**config.mk**
```make
export PLATFORM = sky130hd
export DESIGN_NAME = pru_queue
export DESIGN_NICKNAME = d
export VERILOG_FILES = /design/src/design/pru_pkg.sv /design/src/design/pru_queue.sv
export SDC_FILE = /design/constraint.sdc
export NUM_CORES = 1
export LEC_CHECK = 0
export ABC_AREA = 0
export BUFFER_PORTS_ARGS = -buffer_cell sky130_fd_sc_hd__buf_2
export CORE_ASPECT_RATIO = 0.9
export CORE_MARGIN = 2
export CORE_UTILIZATION = 55
export DETAILED_ROUTE_END_ITERATION = 10
export GPL_TIMING_DRIVEN = 1
export HOLD_SLACK_MARGIN = 0.05
export PLACE_DENSITY = 0.86
export RECOVER_POWER = 25
export REMOVE_ABC_BUFFERS = 1
export SYNTH_ARGS = -nofsm -noshare
export SYNTH_HDL_FRONTEND = slang
export SYNTH_SLANG_ARGS = --single-unit
```
**constraint.sdc**
```tcl
create_clock -name clk -period 6.9 [get_ports clk]
set_clock_uncertainty 0.05 [all_clocks]
set_input_delay 1.035 -clock clk [delete_from_list [all_inputs] [get_ports clk]]
set_output_delay 1.035 -clock clk [all_outputs]
set_load 0.005 [all_outputs]
```
**src/design/pru_pkg.sv**
```systemverilog
// ----------------------------------------------------------------------------
// pru_pkg
// Shared types and constants for the PNG row unfilter: filter codes,
// register indexes, field widths and the item that the front end hands to
// the reconstruction back end.
// ----------------------------------------------------------------------------
package pru_pkg;

  // Sizing defaults for the top-level parameters.
  localparam int DEF_MAX_ROW_BYTES   = 16384;
  localparam int DEF_MAX_PIXEL_BYTES = 8;

  // Fixed field widths.
  localparam int ROW_LEN_W = 15;
  localparam int PIX_BYTES_W = 4;
  localparam int CNT_W = 15;
  // Wide enough for any row length up to the largest line store.
  localparam int CMP_W = 17;
  localparam int CFG_IDX_W = 1;
  localparam int CFG_DATA_W = 15;

  // Register reset values.
  localparam logic [ROW_LEN_W-1:0]   ROW_LEN_RESET   = 15'd4096;
  localparam logic [PIX_BYTES_W-1:0] PIX_BYTES_RESET = 4'd4;

  // Depth of the queue between front end and back end.
  localparam int QUEUE_DEPTH = 2;

  // Configuration register indexes.
  typedef enum logic [CFG_IDX_W-1:0] {
    CFG_ROW_LENGTH  = 1'b0,
    CFG_PIXEL_BYTES = 1'b1
  } cfg_index_t;

  // PNG filter types.
  typedef enum logic [2:0] {
    FILT_NONE  = 3'd0,
    FILT_SUB   = 3'd1,
    FILT_UP    = 3'd2,
    FILT_AVG   = 3'd3,
    FILT_PAETH = 3'd4
  } filter_t;

  // Register contents seen by the front and back ends.
  typedef struct packed {
    logic [ROW_LEN_W-1:0]   row_length;
    logic [PIX_BYTES_W-1:0] pixel_bytes;
  } pru_cfg_t;

  // One classified item: either a sample to rebuild or a bad-filter status.
  typedef struct packed {
    logic             status;     // bad-filter status item, no sample
    logic [7:0]       data;       // filtered sample byte
    filter_t          filt;       // filter of this row
    logic             first_row;  // row above reads as zero
    logic             sticky;     // image has met a bad filter type
    logic             last;       // last sample of the row
    logic             row_start;  // first sample of the row
    logic [CNT_W-1:0] col;        // column of the sample
  } pru_item_t;

endpackage

```
**src/design/pru_queue.sv**
```systemverilog
// ----------------------------------------------------------------------------
// pru_queue
// Short register queue between the front end and the back end.
// ----------------------------------------------------------------------------
module pru_queue (
  input  logic                clk,
  input  logic                rst_n,
  input  logic                push,
  input  pru_pkg::pru_item_t  push_item,
  input  logic                pop,
  output pru_pkg::pru_item_t  head_item,
  output logic                full,
  output logic                empty
);
  import pru_pkg::*;

  localparam int PTR_W = (QUEUE_DEPTH > 1) ? $clog2(QUEUE_DEPTH) : 1;
  localparam int CNT_QW = $clog2(QUEUE_DEPTH + 1);

  pru_item_t         slot_r [QUEUE_DEPTH];
  logic [PTR_W-1:0]  wr_ptr_r, wr_ptr_nxt;
  logic [PTR_W-1:0]  rd_ptr_r, rd_ptr_nxt;
  logic [CNT_QW-1:0] count_r, count_nxt;
  logic              do_push;
  logic              do_pop;

  assign full      = (count_r == CNT_QW'(QUEUE_DEPTH));
  assign empty     = (count_r == '0);
  assign do_push   = push && !full;
  assign do_pop    = pop && !empty;
  assign head_item = slot_r[rd_ptr_r];

  // Pointer and fill count update.
  always_comb begin
    wr_ptr_nxt = wr_ptr_r;
    rd_ptr_nxt = rd_ptr_r;
    count_nxt  = count_r;
    if (do_push) begin
      wr_ptr_nxt = (wr_ptr_r == PTR_W'(QUEUE_DEPTH - 1)) ? '0 : wr_ptr_r + PTR_W'(1);
    end
    if (do_pop) begin
      rd_ptr_nxt = (rd_ptr_r == PTR_W'(QUEUE_DEPTH - 1)) ? '0 : rd_ptr_r + PTR_W'(1);
    end
    if (do_push && !do_pop) begin
      count_nxt = count_r + CNT_QW'(1);
    end else if (do_pop && !do_push) begin
      count_nxt = count_r - CNT_QW'(1);
    end
  end

  always_ff @(posedge clk) begin
    if (!rst_n) begin
      wr_ptr_r <= '0;
      rd_ptr_r <= '0;
      count_r  <= '0;
    end else begin
      wr_ptr_r <= wr_ptr_nxt;
      rd_ptr_r <= rd_ptr_nxt;
      count_r  <= count_nxt;
    end
  end

  // Slot storage.
  always_ff @(posedge clk) begin
    if (do_push) begin
      slot_r[wr_ptr_r] <= push_item;
    end
  end

endmodule

```
==> flow_metrics.py, run 1 <==
metrics = {
    "timing": {
        "relSlewSlack_pct": 71.8,
        "tightest_slew_ps": 423,
        "clock.fmax_mhz": 363,
        "hold_violations": 0,
        "period_needed_ps": 2760,
        "fin_crit_sh_pct": 40.0,
        "rsz0062_at_grt": "false",
        "finalSetupViolations": 0,
        "drv_slew": 0,
        "timing.setup.tns_ps": 0,
        "setup_ws_ps": 4140,
    },
    "worst_setup_path": {
        "crit_arrival_ps": 1670,
        "crit_path_max_fanout": 26,
        "rr_worst_depth": 6,
        "end_kind": "primary output",
        "cpMaxStageDelayCell": "dfxtp_1",
        "critical-path-top-delay-family": "buffers and inverters",
        "r2r-end": "count_r[1]$_SDFFE_PN0P_",
        "worstPathRequired_ps": 5810,
        "startpoint_type": "register",
        "crit_path_cell_trace": "buf_4, mux2_2, buf_2",
        "rrSetupSlack_ps": 5210,
        "slowest_delay_ps": 440,
        "r2r-start": "count_r[0]$_SDFFE_PN0P_",
        "path_buf_inv": 2,
        "critical_path_class": "register to primary output",
    },
    "logic_synthesis": {
        "synth.largest_area_cell": "edfxtp_1",
        "synth_seq_cells": 67,
        "synth_warnings": 0,
        "synth_ff_type": "edfxtp_1",
        "synth-edff-count": 62,
        "synth_most_common_cell": "edfxtp_1",
        "syn_inst": 121,
        "synthArstFlopShare_pct": 0,
        "syn_area_sq_um": 2460,
        "synth_commonest_cells": "62 x edfxtp_1, 31 x mux2_2, 5 x dfxtp_1",
        "seq_area_frac_synth_pct": 79.8,
        "synth_top_area_share_pct": 75.7,
        "ys_types": 20,
        "avgSynthCellArea_sq_um": 20.3,
        "synth_area_leaders": "edfxtp_1 76%, mux2_2 14%, dfxtp_1 4.1%",
    },
    "power": {
        "switching_share_pct": 25.2,
        "p_int_mw": 0.815,
        "vdd_drop_max_mv": 0.224,
        "p_comb_share_pct": 23.7,
        "leakagePower_nw": 1.16,
        "p_clk_share_pct": 27.2,
        "p_sw_mw": 0.275,
        "power_density_nw_per_um2": 356,
        "seq_power_share_pct": 49.1,
    },
    "grt": {
        "grt_pass1_wl_um": 6020,
        "grt_usage_pct": 17.4,
        "antenna_found_initial": 0,
        "grt-ovfl-total": 0,
        "grt_pass1_vias": 1338,
        "grt_max_degree": 32,
    },
    "placed_design": {
        "dp.cells": 250,
        "io_buffers": 67,
        "gp_congestion": 0.707,
        "place_ws_ps": 4470,
        "dp_hpwl_um": 2670,
    },
    "clocking": {
        "hold_buffers": 0,
        "cts_tree": "done",
        "post_cts_resized": 0,
        "clkLatencyLatePin_ps": 330,
        "cts_setup_buffers": 0,
        "cts_inserted_buffers": 9,
        "root_buffer": "clkbuf_8",
        "clock-sinks": 67,
        "clock_path_buffers": 2,
        "htreeDepth": 3,
        "clkTransAtPathRegs_ps": 70,
    },
    "min_path": {
        "min_path_cells": 2,
        "hold_path.class": "register to register",
        "min-delay-start": "count_r[1]$_SDFFE_PN0P_",
        "hold_end": "count_r[1]$_SDFFE_PN0P_",
    },
    "outcome": {
        "run_status": "complete, no violations",
    },
    "floorplanning": {
        "dieArea_sq_um": 5020,
        "initial_core_util_pct": 56.2,
        "io_pins": 68,
        "die_w_um": 74.5,
        "coreArea_sq_um": 4370,
        "fp.dieH_um": 67.4,
        "rows": 23,
    },
    "final_layout": {
        "antenna_cells": 0,
        "num-nets-final": 235,
        "utilization_pct": 70.0,
        "final_cell_count_no_fill": 266,
        "synthToLayoutAreaGrowth_pct": 24.4,
        "drive_above_1_share_pct": 54.4,
    },
    "routing": {
        "drt-total-wl_um": 4060,
        "route.detailed.drc": 0,
        "vias": 1295,
        "ant_nets": 0,
        "wl_per_cell_um": 15.3,
        "drt_iter0_drc": 35,
        "firstDrtPassIters": 4,
        "avgViaCountPerCell": 4.87,
    },
    "job": {
        "drv_cap": 0,
    },
}
## registers in the layout, summed over array words and instances, names as in the netlist, named ones only
name / count
slot_r: 62
rd_ptr_r: 1
count_r: 2
wr_ptr_r: 1
## tightest hold or removal path, delay by kind of cell (launching register included)
kind	cells	cell delay, ps
flip-flops	1	340
AO/OA/AOI/OAI	2	170
## placed cells by master (no fill, tap or decap), drive strengths merged, types with 2 or more instances in the layout
| master | instances |
|---|---|
| mux2 | 31 |
| xnor2 | 2 |
| clkinv | 2 |
| clkbuf | 16 |
| a21boi | 2 |
| edfxtp | 62 |
| o21ai | 2 |
| and2 | 3 |
| buf | 67 |
| nor2 | 2 |
| dfxtp | 5 |
| inv | 2 |
## how the worst max path moves through the flow
| stage | end | depth (start not counted) |
|---|---|---|
| after global routing | head_item[24] | 3 |
| after floorplan | slot_r[0][0]$_DFFE_PP_ | 2 |
| after detailed placement | head_item[26] | 3 |
| after CTS | head_item[24] | 3 |
| after global placement | head_item[28] | 3 |
| final | head_item[28] | 3 |
## through the flow
stage / power, mW / cell area, sq um / hold slack, ps
2_1_floorplan: 0.694 / 2440 / 433
3_5_place_dp: 0.806 / 2890 / 499
4_1_cts: 1.10 / 3060 / 509
3_3_place_gp: 0.792 / 2890 / 450
5_1_grt: 1.15 / 3060 / 542
6_report: 1.09 / 3060 / 506
## layer usage
layer  up-vias  track usage [%]  wire [um]
met4         0             10.0         45
met5         -                0          0
li1        623                -          -
met2        51             29.1       1980
met1       613             18.8       1730
met3         8             7.01        308
## power by group through the flow
stage | Combinational (mW) | Sequential (mW) | Clock [mW]
2_1_floorplan | 0.143 | 0.552 | 0
3_3_place_gp | 0.253 | 0.539 | 0
3_5_place_dp | 0.262 | 0.544 | 0
4_1_cts | 0.264 | 0.535 | 0.304
5_1_grt | 0.285 | 0.541 | 0.320
6_report | 0.259 | 0.535 | 0.296
## cells by family (layout without fill, tap and decap cells)
group | Yosys count | count (layout) | synth area share [%]
buffers and inverters | 5 | 88 | 0.915
flip-flops | 67 | 67 | 79.8
adder cells (fa/ha/maj) | 1 | 1 | 0.509
XOR/XNOR | 3 | 3 | 1.07
AO/OA/AOI/OAI | 5 | 5 | 1.32
AND/OR/NAND/NOR | 9 | 9 | 2.24
multiplexers | 31 | 31 | 14.2
## layout make-up
type                            instances  area, sq um
Sequential cell                        67         1960
Multi-Input combinational cell         49          482
Fill cell                             318         1310
Clock buffer                           13          139
Tap cell                               62         77.6
Clock inverter                          3         38.8
Inverter                                2         7.51
Timing Repair Buffer                   70          354
(Power assumes the default switching activity.)
==> run 2: changes to the inputs <==
--- a/config.mk
+++ b/config.mk
@@ -9,11 +9,11 @@
 export BUFFER_PORTS_ARGS = -buffer_cell sky130_fd_sc_hd__buf_2
 export CORE_ASPECT_RATIO = 0.9
 export CORE_MARGIN = 2
-export CORE_UTILIZATION = 55
+export CORE_UTILIZATION = 46
 export DETAILED_ROUTE_END_ITERATION = 10
 export GPL_TIMING_DRIVEN = 1
 export HOLD_SLACK_MARGIN = 0.05
-export PLACE_DENSITY = 0.86
+export PLACE_DENSITY = 0.77
 export RECOVER_POWER = 25
 export REMOVE_ABC_BUFFERS = 1
 export SYNTH_ARGS = -nofsm -noshare
==> constraint.sdc (replaced) <==
create_clock -name clk -period 2.3 [get_ports clk]
set_clock_uncertainty 0.05 [all_clocks]
set_input_delay 0.345 -clock clk [delete_from_list [all_inputs] [get_ports clk]]
set_output_delay 0.345 -clock clk [all_outputs]
set_load 0.005 [all_outputs]
==> run 2 against run 1 <==
  * First-iteration DRC count up 130%
  * Sequential power rose to 3.0 times the previous value
  * Sequential share of layout area up 0.18 points
==> flow_metrics.py, run 2 (synthesis results as in run 1) <==
metrics = {
    "outcome": {
        "run_status": "complete, no violations",
    },
    "power": {
        "switching_share_pct": 25.7,
        "p_sw_mw": 0.809,
        "power_density_nw_per_um2": 1030,
        "leakagePower_nw": 1.15,
        "vdd_drop_max_mv": 0.715,
        "p_int_mw": 2.33,
        "seq_power_share_pct": 50.6,
        "p_clk_share_pct": 23.9,
        "p_comb_share_pct": 25.5,
    },
    "routing": {
        "firstDrtPassIters": 4,
        "drt-total-wl_um": 3870,
        "vias": 1285,
        "ant_nets": 0,
        "wl_per_cell_um": 14.2,
        "avgViaCountPerCell": 4.72,
        "route.detailed.drc": 0,
        "drt_iter0_drc": 82,
    },
    "worst_setup_path": {
        "critical_path_class": "register to primary output",
        "worstPathRequired_ps": 1900,
        "crit_arrival_ps": 1400,
        "crit_path_max_fanout": 16,
        "end_kind": "primary output",
        "r2r-start": "count_r[0]$_SDFFE_PN0P_",
        "startpoint_type": "register",
    },
    "final_layout": {
        "antenna_cells": 0,
        "synthToLayoutAreaGrowth_pct": 24.1,
        "utilization_pct": 58.8,
        "largest_reg_flops": 62,
        "final_cell_count_no_fill": 272,
        "most-common-layout-cells": "62 x buf_2, 62 x edfxtp_1, 31 x mux2_2",
        "drive_above_1_share_pct": 54.6,
        "regMostFlops": "slot_r",
        "top_regs": "slot_r: 62 flops, count_r: 2 flops",
        "num-nets-final": 237,
    },
    "floorplanning": {
        "rows": 25,
        "initial_core_util_pct": 47.4,
        "io_pins": 68,
        "dieArea_sq_um": 5950,
        "die_w_um": 81.1,
        "fp.dieH_um": 73.4,
        "coreArea_sq_um": 5190,
    },
    "timing": {
        "tightest_slew_ps": 427,
        "finalSetupViolations": 0,
        "rsz0062_at_grt": "false",
        "timing.setup.tns_ps": 0,
        "period_needed_ps": 1800,
        "fin_crit_sh_pct": 78.2,
        "relSlewSlack_pct": 71.6,
        "drv_slew": 0,
        "hold_violations": 0,
        "clock.fmax_mhz": 556,
        "worst_hold_slack_ps": 161,
    },
    "grt": {
        "grt_usage_pct": 13.6,
        "grt_pass1_wl_um": 5710,
        "grt-ovfl-total": 0,
        "grt_pass1_vias": 1237,
        "grt_max_degree": 33,
        "antenna_found_initial": 0,
    },
    "clocking": {
        "clock-sinks": 67,
        "cts_inserted_buffers": 9,
        "clkTransAtPathRegs_ps": 60,
        "cts_tree": "done",
        "htreeDepth": 3,
        "hold_buffers": 0,
        "clkLatencyLatePin_ps": 320,
        "clock_path_buffers": 2,
        "root_buffer": "clkbuf_8",
        "cts_setup_buffers": 0,
        "post_cts_resized": 0,
    },
    "placed_design": {
        "dp.cells": 257,
        "gp_congestion": 0.663,
        "dp_hpwl_um": 2610,
        "io_buffers": 67,
    },
    "min_path": {
        "hold_path.class": "input port to register",
        "min-delay-start": "push_item[25]",
    },
    "job": {
        "drv_cap": 0,
    },
}
## run 2: changes by cell type in the layout (fill, tap and decap cells not counted), sizes merged
cell,change
bufinv,-1
clkinv,+2
## run 2: through the flow
stage	setup slack [ps]	power, mW	instance area, sq um
finish	500	3.14	3050
global route	425	3.32	3050
CTS	460	3.20	3060
detailed placement	620	2.43	2910
global placement	743	2.41	2910
floorplan	-8.92	2.08	2440
## run 2: per-layer routing
layer	global-route usage, %	up-vias	wire, um
li1	-	625	-
met2	21.9	53	1850
met3	4.18	6	293
met1	15.9	601	1680
met4	8.47	0	46
met5	0	-	0
## run 2: worst max-delay path, cell delays in order, from the launching register on
cell and delay [ps]:
dfxtp_1 330, buf_4 250, mux2_2 370, buf_2 130
## run 2: final timing paths
kind	endpoint	slack [ps]	depth (start not counted)
setup reg to reg	count_r[1]$_SDFFE_PN0P_	620	6
hold reg to reg	count_r[1]$_SDFFE_PN0P_	510	2
hold / removal	slot_r[0][25]$_DFFE_PP_	160	1
setup / recovery	head_item[21]	500	3
## run 2: power by group through the flow
stage / Combinational, mW / Clock, mW / Sequential, mW
floorplan: 0.428 / 0 / 1.65
global placement: 0.801 / 0 / 1.61
detailed placement: 0.817 / 0 / 1.62
CTS: 0.824 / 0.780 / 1.59
global route: 0.885 / 0.824 / 1.61
finish: 0.801 / 0.750 / 1.59
## run 2: layout make-up
type                       count  area, sq um
fill                         435         2140
clock buffer                  11          131
clock inverter                 4         18.8
inverter                       2         7.51
timing repair buffer          72          367
tap                           67         83.8
multi-input combinational     49          482
sequential                    67         1960
==> run 3: changes to the inputs <==
--- a/config.mk
+++ b/config.mk
@@ -5,7 +5,7 @@
 export SDC_FILE = /design/constraint.sdc
 export NUM_CORES = 1
 export LEC_CHECK = 0
-export ABC_AREA = 0
+export ABC_AREA = 1
 export BUFFER_PORTS_ARGS = -buffer_cell sky130_fd_sc_hd__buf_2
 export CORE_ASPECT_RATIO = 0.9
 export CORE_MARGIN = 2
==> constraint.sdc (replaced) <==
create_clock -name clk -period 1.49 [get_ports clk]
set_clock_uncertainty 0.05 [all_clocks]
set_input_delay 0.2235 -clock clk [delete_from_list [all_inputs] [get_ports clk]]
set_output_delay 0.2235 -clock clk [all_outputs]
set_load 0.005 [all_outputs]
==> run 3 against run 2 <==
  * The run now ends with setup timing left
  * Via count grew 21%
  * Setup slack worse by 660 ps
  * Largest cell class unchanged
  * Core utilization up 15 points
  * Non-clock buffer count grew 35
  * Area after synthesis up 1.5%
  * Critical endpoint is now head_item[8]
  * Routed wire length rose by 31%
  * Highest routed layer unchanged
==> flow_metrics.py, run 3 <==
metrics = {
    "power": {
        "switching_share_pct": 26.3,
        "p_sw_mw": 1.56,
        "power_density_nw_per_um2": 1520,
        "p_clk_share_pct": 24.0,
        "seq_power_share_pct": 42.5,
        "leakagePower_nw": 1.53,
        "p_int_mw": 4.36,
        "vdd_drop_max_mv": 0.789,
        "p_comb_share_pct": 33.4,
    },
    "logic_synthesis": {
        "synth_warnings": 0,
        "seq_area_frac_synth_pct": 78.6,
        "synthArstFlopShare_pct": 0,
        "synth.largest_area_cell": "edfxtp_1",
        "synth_most_common_cell": "edfxtp_1",
        "synth-edff-count": 62,
        "synth_commonest_cells": "62 x edfxtp_1, 31 x mux2_2, 9 x nor2_1",
        "synth_area_leaders": "edfxtp_1 75%, mux2_2 14%, dfxtp_1 4.0%",
        "synth_top_area_share_pct": 74.5,
        "syn_inst": 134,
        "synth_seq_cells": 67,
        "avgSynthCellArea_sq_um": 18.6,
        "ys_types": 16,
        "synth_ff_type": "edfxtp_1",
        "syn_area_sq_um": 2500,
    },
    "routing": {
        "avgViaCountPerCell": 4.83,
        "ant_nets": 0,
        "drt-total-wl_um": 5090,
        "route.detailed.drc": 0,
        "firstDrtPassIters": 4,
        "wl_per_cell_um": 15.8,
        "drt_iter0_drc": 101,
        "vias": 1551,
    },
    "clocking": {
        "root_buffer": "clkbuf_8",
        "clkLatencyLatePin_ps": 320,
        "htreeDepth": 3,
        "clkTransAtPathRegs_ps": 70,
        "clock_path_buffers": 2,
        "cts_tree": "done",
        "cts_inserted_buffers": 9,
        "clock-sinks": 67,
    },
    "final_layout": {
        "num-nets-final": 285,
        "top_regs": "slot_r: 62 flops, count_r: 2 flops",
        "antenna_cells": 0,
        "final_common_cell": "edfxtp_1",
        "drive_above_1_share_pct": 48.8,
        "regMostFlops": "slot_r",
        "fin_area_sq_um": 3890,
        "largest_reg_flops": 62,
        "most-common-layout-cells": "62 x edfxtp_1, 31 x mux2_4, 31 x dlygate4sd3_1, 31 x buf_6, 24 x buf_2",
        "synthToLayoutAreaGrowth_pct": 55.7,
    },
    "placed_design": {
        "io_buffers": 67,
        "gp_congestion": 0.855,
        "placement.cell_area_sq_um": 2990,
        "dp_hpwl_um": 2730,
    },
    "timing": {
        "finalSetupViolations": 31,
        "clock.fmax_mhz": 606,
        "worst_hold_slack_ps": 104,
        "drv_slew": 0,
        "period_needed_ps": 1650,
        "tightest_slew_ps": 168,
        "relSlewSlack_pct": 88.8,
        "setup_ws_ps": -160,
        "rsz0062_at_grt": "true",
        "fin_crit_sh_pct": 111,
        "hold_violations": 0,
    },
    "min_path": {
        "hold_path.class": "input port to register",
    },
    "floorplanning": {
        "rows": 25,
        "initial_core_util_pct": 47.5,
        "die_w_um": 81.7,
        "io_pins": 68,
        "fp.dieH_um": 73.9,
        "coreArea_sq_um": 5260,
        "dieArea_sq_um": 6040,
    },
    "worst_setup_path": {
        "critical_path_class": "register to primary output",
        "r2r-end": "count_r[1]$_SDFFE_PN0P_",
        "rrSetupSlack_ps": 160,
        "crit_end": "head_item[8]",
        "worstPathRequired_ps": 1220,
        "crit_path_max_fanout": 8,
        "end_kind": "primary output",
        "r2r-start": "count_r[1]$_SDFFE_PN0P_",
        "startpoint_type": "register",
        "crit_arrival_ps": 1380,
        "rr_worst_depth": 9,
    },
    "grt": {
        "antenna_found_initial": 0,
        "grt_max_degree": 24,
        "grt-ovfl-total": 0,
        "grt_usage_pct": 16.6,
        "grt_pass1_vias": 1576,
        "grt_pass1_wl_um": 7060,
    },
    "outcome": {
        "violations": "setup timing",
        "run_status": "finished, violations left",
    },
    "job": {
        "drv_cap": 0,
    },
}
run 3: changes by cell type after synthesis, moves of 2 or more:
cell / before / now
inv_1: 1 / 8
nor2_1: 2 / 9
nand2_1: 0 / 5
and2_1: 3 / 0
buf_2: 3 / 0
buf_6: 0 / 3
nor2_2: 0 / 2
xnor2_1: 2 / 0
run 3: cells by family after synthesis:
family | synth area share [%]
flops | 78.6
fa+ha+maj | 0.501
compound gates | 0.952
mux | 14.0
simple gates | 3.31
buf+inv | 2.71
run 3: worst min-delay path by stage:
stage                   from                      end  cells past startpoint
2_1_floorplan   push_item[0]   slot_r[0][0]$_DFFE_PP_                      0
3_3_place_gp   push_item[15]  slot_r[0][15]$_DFFE_PP_                      1
3_5_place_dp   push_item[20]  slot_r[0][20]$_DFFE_PP_                      1
4_1_cts                rst_n  count_r[1]$_SDFFE_PN0P_                      3
5_1_grt                rst_n  count_r[1]$_SDFFE_PN0P_                      3
6_report               rst_n  count_r[1]$_SDFFE_PN0P_                      3
run 3: critical path, cell delays in order, from the launching register on:
cell and delay (ps):
dfxtp_4 420, clkbuf_16 200, mux2_4 310, buf_6 120
run 3: cell type report:
type | count | area, sq um
clock buffers | 9 | 124
clock inverters | 7 | 68.8
fillers | 325 | 1370
inverters | 9 | 33.8
multi-input cells | 55 | 612
flip-flops and latches | 67 | 1970
well taps | 67 | 83.8
repair buffers | 107 | 998
run 3: per-stage QoR:
stage          util [%]  instances  setup WS, ps  total power [mW]  TNS [ps]
6_report           74.0        321          -160              5.92     -4090
3_3_place_gp       57.0        271           134              3.74         0
5_1_grt            74.0        321          -216              6.22     -5830
4_1_cts            69.3        319          -173              5.50     -4660
3_5_place_dp       57.0        271          66.7              3.77         0
2_1_floorplan         -        131          -809              3.18    -54610
run 3: power by group through the flow:
stage / clock, mW / combinational, mW / sequential (mW)
2_1_floorplan: 0 / 0.622 / 2.55
3_3_place_gp: 0 / 1.24 / 2.49
3_5_place_dp: 0 / 1.25 / 2.51
4_1_cts: 1.45 / 1.56 / 2.49
5_1_grt: 1.55 / 2.12 / 2.55
6_report: 1.42 / 1.98 / 2.52
run 3: metal layers:
layer  wire length [um]  vias to the layer above  GRT usage (%)
met4                 74                        0           8.33
met1               2190                      757           19.0
li1                   -                      733              -
met3                239                        8           4.42
met2               2580                       53           28.8
met5                  0                        -              0
run 3: timing repair:
| item | 4_1_cts | 5_1_grt |
|---|---|---|
| endpoints found under the setup margin | 31 | 33 |
| setup buffers | 0 | 0 |
| hold buffers | 31 | 0 |
| gates resized for setup | 27 | 43 |
| pin swaps | 0 | 1 |
| cloned | 1 | 2 |
| hold endpoints to repair | 62 | 0 |
