$ cat src/design/pru_pkg.sv
// ----------------------------------------------------------------------------
// pru_pkg
// Shared types and constants for the PNG row unfilter: filter codes,
// register indexes, field widths and the item that the front end hands to
// the reconstruction back end.
// ----------------------------------------------------------------------------
package pru_pkg;

  // Sizing defaults for the top-level parameters.
  localparam int DEF_MAX_ROW_BYTES   = 16384;
  localparam int DEF_MAX_PIXEL_BYTES = 8;

  // Fixed field widths.
  localparam int ROW_LEN_W = 15;
  localparam int PIX_BYTES_W = 4;
  localparam int CNT_W = 15;
  // Wide enough for any row length up to the largest line store.
  localparam int CMP_W = 17;
  localparam int CFG_IDX_W = 1;
  localparam int CFG_DATA_W = 15;

  // Register reset values.
  localparam logic [ROW_LEN_W-1:0]   ROW_LEN_RESET   = 15'd4096;
  localparam logic [PIX_BYTES_W-1:0] PIX_BYTES_RESET = 4'd4;

  // Depth of the queue between front end and back end.
  localparam int QUEUE_DEPTH = 2;

  // Configuration register indexes.
  typedef enum logic [CFG_IDX_W-1:0] {
    CFG_ROW_LENGTH  = 1'b0,
    CFG_PIXEL_BYTES = 1'b1
  } cfg_index_t;

  // PNG filter types.
  typedef enum logic [2:0] {
    FILT_NONE  = 3'd0,
    FILT_SUB   = 3'd1,
    FILT_UP    = 3'd2,
    FILT_AVG   = 3'd3,
    FILT_PAETH = 3'd4
  } filter_t;

  // Register contents seen by the front and back ends.
  typedef struct packed {
    logic [ROW_LEN_W-1:0]   row_length;
    logic [PIX_BYTES_W-1:0] pixel_bytes;
  } pru_cfg_t;

  // One classified item: either a sample to rebuild or a bad-filter status.
  typedef struct packed {
    logic             status;     // bad-filter status item, no sample
    logic [7:0]       data;       // filtered sample byte
    filter_t          filt;       // filter of this row
    logic             first_row;  // row above reads as zero
    logic             sticky;     // image has met a bad filter type
    logic             last;       // last sample of the row
    logic             row_start;  // first sample of the row
    logic [CNT_W-1:0] col;        // column of the sample
  } pru_item_t;

endpackage

$ cat src/design/pru_in_if.sv
// ----------------------------------------------------------------------------
// pru_in_if
// Input channel of the row unfilter: one inflated byte per item.
// ----------------------------------------------------------------------------
interface pru_in_if;
  logic       valid;
  logic       ready;
  logic [7:0] data_byte;
  logic       first_of_image;

  modport source (output valid, output data_byte, output first_of_image, input ready);
  modport sink (input valid, input data_byte, input first_of_image, output ready);
endinterface

$ cat src/design/pru_front.sv
// ----------------------------------------------------------------------------
// pru_front
// Front end: accepts input bytes, tracks the row structure (filter byte,
// column count, first row, error flag) and pushes classified items.
// ----------------------------------------------------------------------------
module pru_front #(
  parameter int MAX_ROW_BYTES = pru_pkg::DEF_MAX_ROW_BYTES
) (
  input  logic                clk,
  input  logic                rst_n,
  input  pru_pkg::pru_cfg_t   cfg,
  pru_in_if.sink              in_ch,
  input  logic                q_full,
  output logic                q_push,
  output pru_pkg::pru_item_t  q_item
);
  import pru_pkg::*;

  typedef enum logic [1:0] {
    ST_FILTER = 2'b01,
    ST_SAMPLE = 2'b10
  } fr_state_t;

  fr_state_t        state_r, state_nxt;
  logic [CNT_W-1:0] col_r, col_nxt;
  filter_t          filt_r, filt_nxt;
  logic             first_row_r, first_row_nxt;
  logic             sticky_r, sticky_nxt;

  logic             accept;
  logic             awaiting;
  logic             first_row_eff;
  logic             sticky_eff;
  logic             bad_code;
  logic [CMP_W-1:0] len_eff;
  logic [CMP_W-1:0] col_inc;
  logic             last;

  assign in_ch.ready = !q_full;
  assign accept      = in_ch.valid && !q_full;

  // Effective row length: zero acts as one, clamp to the line store size.
  always_comb begin
    len_eff = CMP_W'(cfg.row_length);
    if (len_eff == '0) begin
      len_eff = CMP_W'(1);
    end
    if (len_eff > CMP_W'(MAX_ROW_BYTES)) begin
      len_eff = CMP_W'(MAX_ROW_BYTES);
    end
  end

  // A new-image mark restarts the row structure on this very byte.
  assign first_row_eff = in_ch.first_of_image || first_row_r;
  assign sticky_eff    = !in_ch.first_of_image && sticky_r;
  assign awaiting      = in_ch.first_of_image || (state_r == ST_FILTER);
  assign bad_code      = in_ch.data_byte > 8'(FILT_PAETH);
  assign col_inc       = CMP_W'(col_r) + CMP_W'(1);
  assign last          = col_inc >= len_eff;

  // Classification and row bookkeeping.
  always_comb begin
    state_nxt     = state_r;
    col_nxt       = col_r;
    filt_nxt      = filt_r;
    first_row_nxt = first_row_r;
    sticky_nxt    = sticky_r;
    q_push        = 1'b0;

    q_item.status    = 1'b0;
    q_item.data      = in_ch.data_byte;
    q_item.filt      = filt_r;
    q_item.first_row = first_row_eff;
    q_item.sticky    = sticky_eff;
    q_item.last      = last;
    q_item.row_start = (col_r == '0);
    q_item.col       = col_r;

    if (accept) begin
      first_row_nxt = first_row_eff;
      sticky_nxt    = sticky_eff;
      if (awaiting) begin
        state_nxt = ST_SAMPLE;
        col_nxt   = '0;
        if (bad_code) begin
          // Bad filter type: emit one status item, pass the row unfiltered.
          filt_nxt       = FILT_NONE;
          sticky_nxt     = 1'b1;
          q_push         = 1'b1;
          q_item.status  = 1'b1;
          q_item.data    = '0;
          q_item.sticky  = 1'b1;
          q_item.last    = 1'b0;
        end else begin
          filt_nxt = filter_t'(in_ch.data_byte[2:0]);
        end
      end else begin
        q_push = 1'b1;
        if (last) begin
          col_nxt       = '0;
          state_nxt     = ST_FILTER;
          first_row_nxt = 1'b0;
        end else begin
          col_nxt = col_inc[CNT_W-1:0];
        end
      end
    end
  end

  always_ff @(posedge clk) begin
    if (!rst_n) begin
      state_r     <= ST_FILTER;
      col_r       <= '0;
      filt_r      <= FILT_NONE;
      first_row_r <= 1'b1;
      sticky_r    <= 1'b0;
    end else begin
      state_r     <= state_nxt;
      col_r       <= col_nxt;
      filt_r      <= filt_nxt;
      first_row_r <= first_row_nxt;
      sticky_r    <= sticky_nxt;
    end
  end

endmodule

$ cat src/flat_wrapper.sv
// flat-port wrapper written by rule: the top's interface ports become plain ports
module pru_front_flat import pru_pkg::*;
#(
  parameter int MAX_ROW_BYTES = pru_pkg::DEF_MAX_ROW_BYTES
)
  (clk, rst_n, cfg, q_full, q_push, q_item, in_ch_valid, in_ch_data_byte, in_ch_first_of_image, in_ch_ready);
  pru_in_if in_ch_i ();
  input  logic clk;
  input  logic rst_n;
  input  pru_pkg::pru_cfg_t cfg;
  input  logic q_full;
  output logic q_push;
  output pru_pkg::pru_item_t q_item;
  input wire logic [$bits(in_ch_i.valid)-1:0] in_ch_valid;
  input wire logic [$bits(in_ch_i.data_byte)-1:0] in_ch_data_byte;
  input wire logic [$bits(in_ch_i.first_of_image)-1:0] in_ch_first_of_image;
  output wire logic [$bits(in_ch_i.ready)-1:0] in_ch_ready;
  assign in_ch_i.valid = in_ch_valid;
  assign in_ch_i.data_byte = in_ch_data_byte;
  assign in_ch_i.first_of_image = in_ch_first_of_image;
  assign in_ch_ready = in_ch_i.ready;
  pru_front #(.MAX_ROW_BYTES(MAX_ROW_BYTES)) u_core (.clk(clk), .rst_n(rst_n), .cfg(cfg), .in_ch(in_ch_i), .q_full(q_full), .q_push(q_push), .q_item(q_item));
endmodule
$ cat config.mk
export PLATFORM = sky130hd
export DESIGN_NAME = pru_front_flat
export DESIGN_NICKNAME = d
export VERILOG_FILES = /design/src/design/pru_pkg.sv /design/src/design/pru_in_if.sv /design/src/design/pru_front.sv /design/src/flat_wrapper.sv
export SDC_FILE = /design/constraint.sdc
export NUM_CORES = 1
export LEC_CHECK = 0
export BUFFER_PORTS_ARGS = -buffer_cell sky130_fd_sc_hd__buf_2
export CAP_MARGIN = 10
export CORE_MARGIN = 2
export CORE_UTILIZATION = 45
export CTS_BUF_LIST = sky130_fd_sc_hd__clkbuf_2 sky130_fd_sc_hd__clkbuf_4 sky130_fd_sc_hd__clkbuf_8
export DETAILED_ROUTE_END_ITERATION = 12
export PLACE_DENSITY = 0.74
export REMOVE_ABC_BUFFERS = 1
export SETUP_SLACK_MARGIN = 0.3
export SKIP_CTS_REPAIR_TIMING = 1
export SYNTH_ARGS = -nofsm -noshare
export SYNTH_HDL_FRONTEND = slang
export SYNTH_SLANG_ARGS = --single-unit
export TNS_END_PERCENT = 50
$ cat constraint.sdc
create_clock -name clk -period 4.2 [get_ports clk]
set_clock_uncertainty 0.05 [all_clocks]
set_input_delay 0.42 -clock clk [delete_from_list [all_inputs] [get_ports clk]]
set_output_delay 0.42 -clock clk [all_outputs]
set_load 0.01 [all_outputs]
==> out/qor.txt, run 1 <==
GLOBAL ROUTE
----------------------------------------------------------------------------------------
Global-route wire length before repair ....................................      6510 um
Global route total overflow ...............................................            0
Total routing usage reported by global routing ............................        19.4%
Vias in the first global route ............................................        1,453
Largest net degree at the start of global routing .........................           16
Initial antenna violation count ...........................................            0

WORST SETUP PATH
----------------------------------------------------------------------------------------
Maximum fanout encountered on the critical timing path ....................            8
Worst endpoint data arrival time ..........................................      3.20 ns
Crit end category .........................................................   output pin
Largest stage delay, worst path ...........................................      0.46 ns
CP startpoint kind ........................................................         flop
Chain of cells forming the critical path .................................. and3_2 -> and3_2 -> and2_1 -> nand2_1 -> xnor2_1 -> ha_1 -> nand4_1 -> nor3_1 -> a2111oi_2 -> o21ai_4 -> a21oi_2 -> nor2_1 -> buf_2
Data required time at the worst endpoint ..................................      3.73 ns
Setup Crit Path Kind ......................................................   reg -> out
Family of cells with the greatest summed delay on the critical path ....... simple AND/OR/NAND/NOR gates
Most common cell on crit path ............................................. sky130_fd_sc_hd__and3_2
Count of buffering cells on the critical path with inverters included .....            1
Critical-path cell with the highest stage delay ........................... sky130_fd_sc_hd__dfxtp_1

JOB
----------------------------------------------------------------------------------------
Max-cap viol count ........................................................            0

HOLD PATH
----------------------------------------------------------------------------------------
Path category of the worst min-delay check ................................    in -> reg

STA
----------------------------------------------------------------------------------------
Setup repair after global routing missed its margin .......................        false
Setup Total Neg Slack .....................................................         0 ns
Fin. Hold Viols ...........................................................            0
Minimum clock period after layout .........................................      3.67 ns
Fin. max-slew vios ........................................................            0
Portion of the clock cycle consumed by the worst path in the final layout .        87.3%
Highest achievable clock rate .............................................      273 MHz
Tightest Pin Transition ...................................................      1.15 ns
Relative max-transition margin ............................................        23.1%
Post-layout worst setup margin ............................................     0.533 ns
Final setup violating endpoints ...........................................            0

CLOCK TREE
----------------------------------------------------------------------------------------
Insertion delay to the later sink of the worst-skew pair ..................      0.27 ns
Number of clock sinks .....................................................           22
Number of H-tree branching levels .........................................            1
Buffer levels on the longest clock path ...................................            2
Clock slew at reported path FFs ...........................................      0.09 ns
Clock tree from TritonCTS .................................................          yes
Number of buffers added by the clock tree synthesis step ..................            3
CTS Root Cell ............................................................. sky130_fd_sc_hd__clkbuf_8

PWR
----------------------------------------------------------------------------------------
Peak VDD IR ...............................................................   0.000247 V
Pwr per Cell Area .........................................................  232 mW/mm^2
Leak Pwr ..................................................................  0.000998 uW
Post-layout power .........................................................       498 uW

PLACEMENT
----------------------------------------------------------------------------------------
IO Port Bufs ..............................................................           60
Detail Placement HPWL .....................................................      3340 um
Global placement routability congestion ...................................        0.823
Placement-stage worst setup slack .........................................     0.758 ns

CELLS AND AREA
----------------------------------------------------------------------------------------
Core utilization of the finished layout ...................................        58.1%
# nets final ..............................................................          323
Antenna diode count .......................................................            0
Footprint of the multi-input gates ........................................ 0.00123 sq mm
Sequential Area ...........................................................    442 sq um
Fraction of layout cells with a size suffix above 1 .......................        30.0%
Signed area change from the synthesized netlist to the final layout .......        23.4%
# fillers .................................................................          366

DIE
----------------------------------------------------------------------------------------
Core ar. .................................................................. 0.00369 sq mm
Ports .....................................................................           65
Initial core utilization ..................................................        47.1%
Site row count ............................................................           22
Die span in y .............................................................      66.1 um
Die width .................................................................      66.1 um
Die area .................................................................. 0.00438 sq mm

YOSYS
----------------------------------------------------------------------------------------
Number of synthesized register bits .......................................           22
Mean area per synthesized cell ............................................   8.05 sq um
Count of flip-flops with a built-in enable after synthesis ................            0
Post-synthesis async set-or-reset flop share ..............................           0%
Synthesized netlist cell count ............................................          216
Number of warnings printed during yosys synthesis .........................            0
Main synth FF type ........................................................ sky130_fd_sc_hd__dfxtp_1
Cell Area, Synth .......................................................... 0.00174 sq mm
Distinct cell type count of the synthesized netlist .......................           52
Sequential cell area fraction in the yosys report .........................        25.3%

DRT
----------------------------------------------------------------------------------------
DRC Markers ...............................................................            0
Iter 0 DRT Violations .....................................................           81
Pre-antenna DRT Iters .....................................................            4
Wire length after detailed routing ........................................      4210 um
Vias/cell .................................................................         5.46
Vias after detailed routing ...............................................        1,753
Detail Route Antenna Nets .................................................            0
Wirelength per Cell .......................................................      13.1 um

STATUS
----------------------------------------------------------------------------------------
Status .................................................................... complete, no violations

path summary, 6_finish.rpt:
check / start / endpoint / slack, ns / cells past startpoint
worst max-delay path: u_core.col_r[3] / q_item[16] / 0.53 / 13
worst min-delay path: in_ch_data_byte[0] / u_core.filt_r[0] / 0.37 / 3
worst max register to register: u_core.col_r[3] / u_core.col_r[13] / 0.91 / 12
worst min register to register: u_core.filt_r[2] / u_core.filt_r[2] / 0.41 / 2
worst min-delay path: stages:
cell	delay [ns]
sky130_fd_sc_hd__buf_2	0.11
sky130_fd_sc_hd__nand3_1	0.05
sky130_fd_sc_hd__a21boi_0	0.07
flip-flops by register name, summed over array words and instances (netlist names):
name / flops
u_core.first_row_r: 1
u_core.state_r: 2
u_core.filt_r: 3
u_core.sticky_r: 1
u_core.col_r: 15
layout by cell type (no fill, tap or decap), drive strengths merged, types with 9 or more instances in the layout:
cell type   n
ha         17
buf        61
nor2       10
inv        10
o21ai       9
dfxtp      22
nand2      37
a21oi      12
cell usage after synthesis (all sizes together) (2+ instances only):
library cell,count,area [sq um]
a211o,2,18.8
a211oi,2,15.0
a21boi,4,30.0
a21oi,12,63.8
a22o,4,35.0
a32o,7,70.1
and2,6,38.8
and3,3,26.3
buf,3,23.8
clkbuf,4,18.8
dfxtp,22,440
ha,17,213
inv,10,37.5
nand2,37,146
nand3,8,52.6
nand3b,2,15.0
nand4,8,50.1
nor2,10,37.5
nor2b,8,50.1
nor3,3,15.0
nor4,7,43.8
o21ai,9,56.3
or2b,2,16.3
xnor2,8,70.1
xor2,3,26.3
logic make-up (layout without fill, tap and decap cells):
kind of cell	Yosys count	after routing	synth area share [%]
simple gates	101	101	31.5
compound gates	47	47	20.2
buf+inv	18	75	5.18
fa+ha+maj	17	17	12.2
xor+xnor	11	11	5.54
flops	22	22	25.3
final cells by class:
class | count | area share (%)
well taps | 48 | 2.80
flip-flops and latches | 22 | 20.6
clock buffers | 3 | 1.93
repair buffers | 61 | 14.4
inverters | 10 | 1.75
clock inverters | 1 | 1.40
multi-input cells | 176 | 57.2
metrics by stage:
stage | area (sq um) | std cells | hold WS (ns)
global route | 2140 | 321 | 0.371
global placement | 2050 | 317 | 0.395
finish | 2140 | 321 | 0.367
detailed placement | 2050 | 317 | 0.401
floorplan | 1690 | 208 | 0.429
CTS | 2120 | 321 | 0.354
power breakdown:
part / leakage (uW) / internal, uW / switching, uW
clock network: 0.0000357 / 127 / 71.8
registers: 0.000178 / 212 / 2.59
logic: 0.000784 / 36.1 / 48.5
total: 0.000998 / 375 / 123
layer usage:
layer / vias up / wire, um / global-route usage, %
met5: - / 0 / 0
met4: 0 / 48 / 5.36
met3: 5 / 159 / 3.58
met2: 30 / 1910 / 30.5
met1: 813 / 2090 / 27.1
li1: 905 / - / -
Power figures use the tool's default switching activity.
==> run 2: changes to the inputs <==
--- a/config.mk
+++ b/config.mk
@@ -11,8 +11,7 @@
 export CORE_UTILIZATION = 45
 export CTS_BUF_LIST = sky130_fd_sc_hd__clkbuf_2 sky130_fd_sc_hd__clkbuf_4 sky130_fd_sc_hd__clkbuf_8
 export DETAILED_ROUTE_END_ITERATION = 12
-export PLACE_DENSITY = 0.74
-export REMOVE_ABC_BUFFERS = 1
+export PLACE_DENSITY = 0.71
 export SETUP_SLACK_MARGIN = 0.3
 export SKIP_CTS_REPAIR_TIMING = 1
 export SYNTH_ARGS = -nofsm -noshare
==> out/qor.txt, run 2 (synthesis results as in run 1) <==
DIE
----------------------------------------------------------------------------------------
Die span in y .............................................................      66.1 um
Initial core utilization ..................................................        47.1%
Ports .....................................................................           65
Core ar. .................................................................. 0.00369 sq mm
Die area .................................................................. 0.00438 sq mm
Site row count ............................................................           22
Die width .................................................................      66.1 um

STA
----------------------------------------------------------------------------------------
Minimum clock period after layout .........................................      3.63 ns
Final setup violating endpoints ...........................................            0
Tightest Pin Transition ...................................................      1.13 ns
Setup Total Neg Slack .....................................................         0 ns
Relative max-transition margin ............................................        24.8%
Fin. max-slew vios ........................................................            0
Fin. Hold Viols ...........................................................            0
Portion of the clock cycle consumed by the worst path in the final layout .        86.4%
Setup repair after global routing missed its margin .......................        false
Highest achievable clock rate .............................................      276 MHz

CELLS AND AREA
----------------------------------------------------------------------------------------
Register containing the most flip-flops in the final layout ............... u_core.col_r
Flip-flop count of the largest register after layout ......................           15
Most common cell after layout, fill and taps aside ........................ sky130_fd_sc_hd__buf_2
Antenna diode count .......................................................            0
Layout Cells excl Fill ....................................................          321
Total non-filler cell area in the finished layout ......................... 0.00214 sq mm
# nets final ..............................................................          323
Fraction of layout cells with a size suffix above 1 .......................        30.0%
Most used cells in the layout excluding fill and tap cells ................ sky130_fd_sc_hd__buf_2, sky130_fd_sc_hd__nand2_1, sky130_fd_sc_hd__dfxtp_1
Signed area change from the synthesized netlist to the final layout .......        23.4%
Largest registers ......................................................... u_core.col_r (15), u_core.filt_r (3), u_core.state_r (2)

DRT
----------------------------------------------------------------------------------------
Wire length after detailed routing ........................................      4290 um
Iter 0 DRT Violations .....................................................           69
Vias/cell .................................................................         5.46
Vias after detailed routing ...............................................        1,752
Pre-antenna DRT Iters .....................................................            4
Wirelength per Cell .......................................................      13.4 um
DRC Markers ...............................................................            0
Detail Route Antenna Nets .................................................            0

CLOCK TREE
----------------------------------------------------------------------------------------
Buffer levels on the longest clock path ...................................            2
Number of clock sinks .....................................................           22
Number of buffers added by the clock tree synthesis step ..................            3
CTS Root Cell ............................................................. sky130_fd_sc_hd__clkbuf_8
Clock slew at reported path FFs ...........................................      0.08 ns
Clock tree from TritonCTS .................................................          yes
Insertion delay to the later sink of the worst-skew pair ..................      0.26 ns
Number of H-tree branching levels .........................................            1

PWR
----------------------------------------------------------------------------------------
Leak Pwr ..................................................................  0.000998 uW
Int Power .................................................................       375 uW
Pwr per Cell Area .........................................................  231 mW/mm^2
Power share of the clock group ............................................        39.6%
Combinational share of power ..............................................        17.1%
Switching part of the total ...............................................        24.3%
Peak VDD IR ...............................................................   0.000267 V
Post-layout power .........................................................       496 uW
Switching power ...........................................................       121 uW
Register share of total power .............................................        43.3%

PLACEMENT
----------------------------------------------------------------------------------------
Cell area reported after detailed placement ............................... 0.00205 sq mm
Placed cell count .........................................................          317
IO Port Bufs ..............................................................           60
Global placement routability congestion ...................................        0.816
Detail Placement HPWL .....................................................      3430 um

WORST SETUP PATH
----------------------------------------------------------------------------------------
Reg2Reg Depth .............................................................           13
Setup Crit Path Kind ......................................................   reg -> out
Maximum fanout encountered on the critical timing path ....................            8
Launch point of the worst reg-to-reg path ................................. u_core.col_r[3]
Data required time at the worst endpoint ..................................      3.73 ns
Crit. Startpoint .......................................................... u_core.col_r[3]
R2r setup slk .............................................................      0.92 ns
Crit end category .........................................................   output pin
Chain of cells forming the critical path .................................. and3_2 -> and3_2 -> and2_1 -> nand4_1 -> xnor2_1 -> ha_1 -> nand4_1 -> nor4_2 -> a211oi_2 -> o21ai_4 -> a21oi_2 -> nor2_1 -> buf_2
CP startpoint kind ........................................................         flop
Largest stage delay, worst path ...........................................      0.44 ns
Worst endpoint data arrival time ..........................................      3.16 ns
Critical-path cell with the highest stage delay ........................... sky130_fd_sc_hd__dfxtp_1

HOLD PATH
----------------------------------------------------------------------------------------
Count of cells along the worst hold path ..................................            2
Startpoint of the worst hold path .........................................        rst_n
Path category of the worst min-delay check ................................    in -> reg

GLOBAL ROUTE
----------------------------------------------------------------------------------------
Initial antenna violation count ...........................................            0
Global route total overflow ...............................................            0
Total routing usage reported by global routing ............................        19.8%
Global-route wire length before repair ....................................      6730 um
Largest net degree at the start of global routing .........................           16
Vias in the first global route ............................................        1,438

YOSYS
----------------------------------------------------------------------------------------
Net Count, Synth ..........................................................          265

JOB
----------------------------------------------------------------------------------------
Max-cap viol count ........................................................            0

STATUS
----------------------------------------------------------------------------------------
Status .................................................................... complete, no violations

-- run 2: cell counts in the layout (fill, tap and decap cells not counted) --
No cell type changed its count.
-- run 2: worst max-delay path, delay by kind of cell (launching register included) --
family | cells | cell delay, ns
buffers and inverters | 1 | 0.15
XOR/XNOR | 1 | 0.24
adder cells (fa/ha/maj) | 1 | 0.29
AO/OA/AOI/OAI | 3 | 0.60
AND/OR/NAND/NOR | 7 | 1.18
flip-flops | 1 | 0.44
-- run 2: power by group through the flow --
| stage | clock, uW | sequential, uW | combinational [uW] |
|---|---|---|---|
| finish | 196 | 215 | 85.0 |
| floorplan | 0 | 219 | 50.9 |
| detailed placement | 0 | 219 | 84.0 |
| global route | 209 | 215 | 95.8 |
| global placement | 0 | 219 | 82.6 |
| CTS | 204 | 214 | 84.3 |
-- run 2: final cells by class --
class                      instances  area, sq um
clock inverter                     1         30.0
sequential                        22          442
clock buffer                       3         41.3
timing repair buffer              61          308
inverter                          10         37.5
multi-input combinational        176         1230
fill                             372         1540
tap                               48         60.1
-- run 2: routing by layer --
metal / track usage [%] / up-vias / share of wire (%)
met3: 3.75 / 4 / 4.6
met2: 32.1 / 46 / 45
met1: 27.7 / 804 / 49
li1: - / 898 / -
met5: 0 / - / 0
met4: 3.06 / 0 / 0.86
-- run 2: worst paths after layout --
kind,endpoint
max,q_item[16]
min,u_core.state_r[0]
max reg2reg,u_core.col_r[6]
min reg2reg,u_core.filt_r[1]
-- run 2: through the flow --
| stage | setup WS (ns) | hold slack, ns | utilization (%) |
|---|---|---|---|
| final | 0.570 | 0.362 | 58.1 |
| after global routing | 0.292 | 0.361 | 58.1 |
| after CTS | 0.444 | 0.352 | 57.6 |
| after detailed placement | 0.730 | 0.412 | 55.7 |
| after global placement | 0.769 | 0.402 | 55.7 |
| after floorplan | 1.13 | 0.429 | - |
==> run 3: changes to the inputs <==
--- a/config.mk
+++ b/config.mk
@@ -11,7 +11,7 @@
 export CORE_UTILIZATION = 45
 export CTS_BUF_LIST = sky130_fd_sc_hd__clkbuf_2 sky130_fd_sc_hd__clkbuf_4 sky130_fd_sc_hd__clkbuf_8
 export DETAILED_ROUTE_END_ITERATION = 12
-export PLACE_DENSITY = 0.71
+export PLACE_DENSITY = 0.84
 export SETUP_SLACK_MARGIN = 0.3
 export SKIP_CTS_REPAIR_TIMING = 1
 export SYNTH_ARGS = -nofsm -noshare
==> out/qor.txt, run 3 (synthesis results as in run 1) <==
STATUS
----------------------------------------------------------------------------------------
Status .................................................................... complete, no violations

DIE
----------------------------------------------------------------------------------------
Die span in y .............................................................      66.1 um
Initial core utilization ..................................................        47.1%
Ports .....................................................................           65
Site row count ............................................................           22
Core ar. .................................................................. 0.00369 sq mm
Die area .................................................................. 0.00438 sq mm
Die width .................................................................      66.1 um

PWR
----------------------------------------------------------------------------------------
Combinational share of power ..............................................        16.9%
Switching power ...........................................................       121 uW
Switching part of the total ...............................................        24.5%
Peak VDD IR ...............................................................   0.000193 V
Power share of the clock group ............................................        39.9%
Register share of total power .............................................        43.2%
Pwr per Cell Area .........................................................  233 mW/mm^2
Leak Pwr ..................................................................  0.000989 uW
Int Power .................................................................       375 uW

GLOBAL ROUTE
----------------------------------------------------------------------------------------
Initial antenna violation count ...........................................            0
Busiest metal layer after global routing ..................................         met2
Total routing usage reported by global routing ............................        19.8%
Largest net degree at the start of global routing .........................           16
M3 GR Usage ...............................................................        3.92%
Vias in the first global route ............................................        1,493
Global-route wire length before repair ....................................      6750 um
GR met2 Demand/Resource ...................................................        32.3%
Global route total overflow ...............................................            0
Met1 track utilization from global routing ................................        26.4%

JOB
----------------------------------------------------------------------------------------
Max-cap viol count ........................................................            0

STA
----------------------------------------------------------------------------------------
Portion of the clock cycle consumed by the worst path in the final layout .        88.4%
Final setup violating endpoints ...........................................            0
Tightest Pin Transition ...................................................      1.12 ns
Setup repair after global routing missed its margin .......................        false
Post-layout worst setup margin ............................................     0.485 ns
Highest achievable clock rate .............................................      269 MHz
Fin. max-slew vios ........................................................            0
Fin. Hold Viols ...........................................................            0
Relative max-transition margin ............................................        24.9%
Minimum clock period after layout .........................................      3.71 ns
Setup Total Neg Slack .....................................................         0 ns

WORST SETUP PATH
----------------------------------------------------------------------------------------
Worst endpoint data arrival time ..........................................      3.24 ns
Reg2Reg Depth .............................................................           13
Setup Crit Path Kind ......................................................   reg -> out
R2r setup slk .............................................................      0.84 ns
Crit. Startpoint .......................................................... u_core.col_r[4]
FF-to-FF End .............................................................. u_core.col_r[6]
Data required time at the worst endpoint ..................................      3.73 ns
Worst setup path endpoint .................................................   q_item[16]
Maximum fanout encountered on the critical timing path ....................            7
Launch point of the worst reg-to-reg path ................................. u_core.col_r[4]
Crit end category .........................................................   output pin
CP startpoint kind ........................................................         flop

CELLS AND AREA
----------------------------------------------------------------------------------------
Antenna diode count .......................................................            0
# nets final ..............................................................          323
Signed area change from the synthesized netlist to the final layout .......        22.6%
Fraction of layout cells with a size suffix above 1 .......................        29.3%
Core utilization of the finished layout ...................................        57.8%
Most common cell after layout, fill and taps aside ........................ sky130_fd_sc_hd__buf_2
Largest registers ......................................................... u_core.col_r (15), u_core.filt_r (3), u_core.state_r (2)
Register containing the most flip-flops in the final layout ............... u_core.col_r
Most used cells in the layout excluding fill and tap cells ................ sky130_fd_sc_hd__buf_2, sky130_fd_sc_hd__nand2_1, sky130_fd_sc_hd__dfxtp_1
Flip-flop count of the largest register after layout ......................           15

DRT
----------------------------------------------------------------------------------------
Vias/cell .................................................................         5.58
Detail Route Antenna Nets .................................................            0
Wire length after detailed routing ........................................      4310 um
Pre-antenna DRT Iters .....................................................            5
Vias after detailed routing ...............................................        1,791
DRC Markers ...............................................................            0
Wirelength per Cell .......................................................      13.4 um
Iter 0 DRT Violations .....................................................           91

CLOCK TREE
----------------------------------------------------------------------------------------
Number of clock sinks .....................................................           22
Number of buffers added by the clock tree synthesis step ..................            3
Clock slew at reported path FFs ...........................................      0.08 ns
Clock tree from TritonCTS .................................................          yes
Buffer levels on the longest clock path ...................................            2
CTS Root Cell ............................................................. sky130_fd_sc_hd__clkbuf_8
Insertion delay to the later sink of the worst-skew pair ..................      0.26 ns
Number of H-tree branching levels .........................................            1

PLACEMENT
----------------------------------------------------------------------------------------
Placement-stage worst setup slack .........................................     0.775 ns
IO Port Bufs ..............................................................           60
Global placement routability congestion ...................................        0.846
Detail Placement HPWL .....................................................      3430 um

HOLD PATH
----------------------------------------------------------------------------------------
Path category of the worst min-delay check ................................    in -> reg

YOSYS
----------------------------------------------------------------------------------------
Net Count, Synth ..........................................................          265

[run 3: changes by cell type in the layout (fill, tap and decap cells not counted)]
| cell | before | now |
|---|---|---|
| sky130_fd_sc_hd__xnor2_2 | 1 | 0 |
| sky130_fd_sc_hd__xnor2_1 | 7 | 8 |
| sky130_fd_sc_hd__nor4_1 | 6 | 7 |
| sky130_fd_sc_hd__nor4_2 | 1 | 0 |
[run 3: how the worst min path moves through the flow]
stage | from | to | slack, ns | cells past startpoint
6_report | rst_n | u_core.state_r[0] | 0.37 | 2
5_1_grt | rst_n | u_core.state_r[0] | 0.38 | 2
4_1_cts | rst_n | u_core.state_r[0] | 0.36 | 2
3_5_place_dp | u_core.filt_r[0] | u_core.filt_r[0] | 0.41 | 2
3_3_place_gp | u_core.filt_r[2] | u_core.filt_r[2] | 0.40 | 2
2_1_floorplan | u_core.sticky_r | u_core.sticky_r | 0.43 | 2
[run 3: cell type report]
cell class / count / area (sq um)
Sequential cell: 22 / 442
Fill cell: 358 / 1560
Multi-Input combinational cell: 176 / 1210
Timing Repair Buffer: 61 / 308
Clock inverter: 1 / 30.0
Tap cell: 48 / 60.1
Clock buffer: 3 / 41.3
Inverter: 10 / 37.5
[run 3: per-stage QoR]
stage / hold slack [ns] / power (uW) / cell area, sq um / std cells
2_1_floorplan: 0.429 / 270 / 1740 / 216
3_3_place_gp: 0.397 / 300 / 2050 / 317
3_5_place_dp: 0.407 / 303 / 2050 / 317
4_1_cts: 0.360 / 500 / 2120 / 321
5_1_grt: 0.383 / 516 / 2130 / 321
6_report: 0.369 / 497 / 2130 / 321
[run 3: power by group through the flow]
stage                     Sequential [uW]  Combinational (uW)  Clock [uW]
final                                 214                83.8         198
after global placement                219                81.2           0
after floorplan                       219                50.9           0
after detailed placement              219                83.4           0
after CTS                             214                83.7         202
after global routing                  215                93.8         208
[run 3: worst max-delay path, stage by stage, from the launching register on]
cell and delay (ns):
sky130_fd_sc_hd__dfxtp_1 0.46, sky130_fd_sc_hd__and3_2 0.27, sky130_fd_sc_hd__and3_2 0.20, sky130_fd_sc_hd__and2_1 0.20, sky130_fd_sc_hd__nand4_1 0.13, sky130_fd_sc_hd__xnor2_1 0.18, sky130_fd_sc_hd__ha_1 0.31, sky130_fd_sc_hd__nand4_1 0.23
sky130_fd_sc_hd__nor4_1 0.44, sky130_fd_sc_hd__a211oi_2 0.11, sky130_fd_sc_hd__o21ai_4 0.13, sky130_fd_sc_hd__a21oi_2 0.09, sky130_fd_sc_hd__nor2_1 0.10, sky130_fd_sc_hd__buf_2 0.14
[run 3: metal layers]
layer | routed length [um] | vias up
met5 | 0 | -
met4 | 48 | 0
met3 | 258 | 6
met2 | 2060 | 64
met1 | 1940 | 823
li1 | - | 898
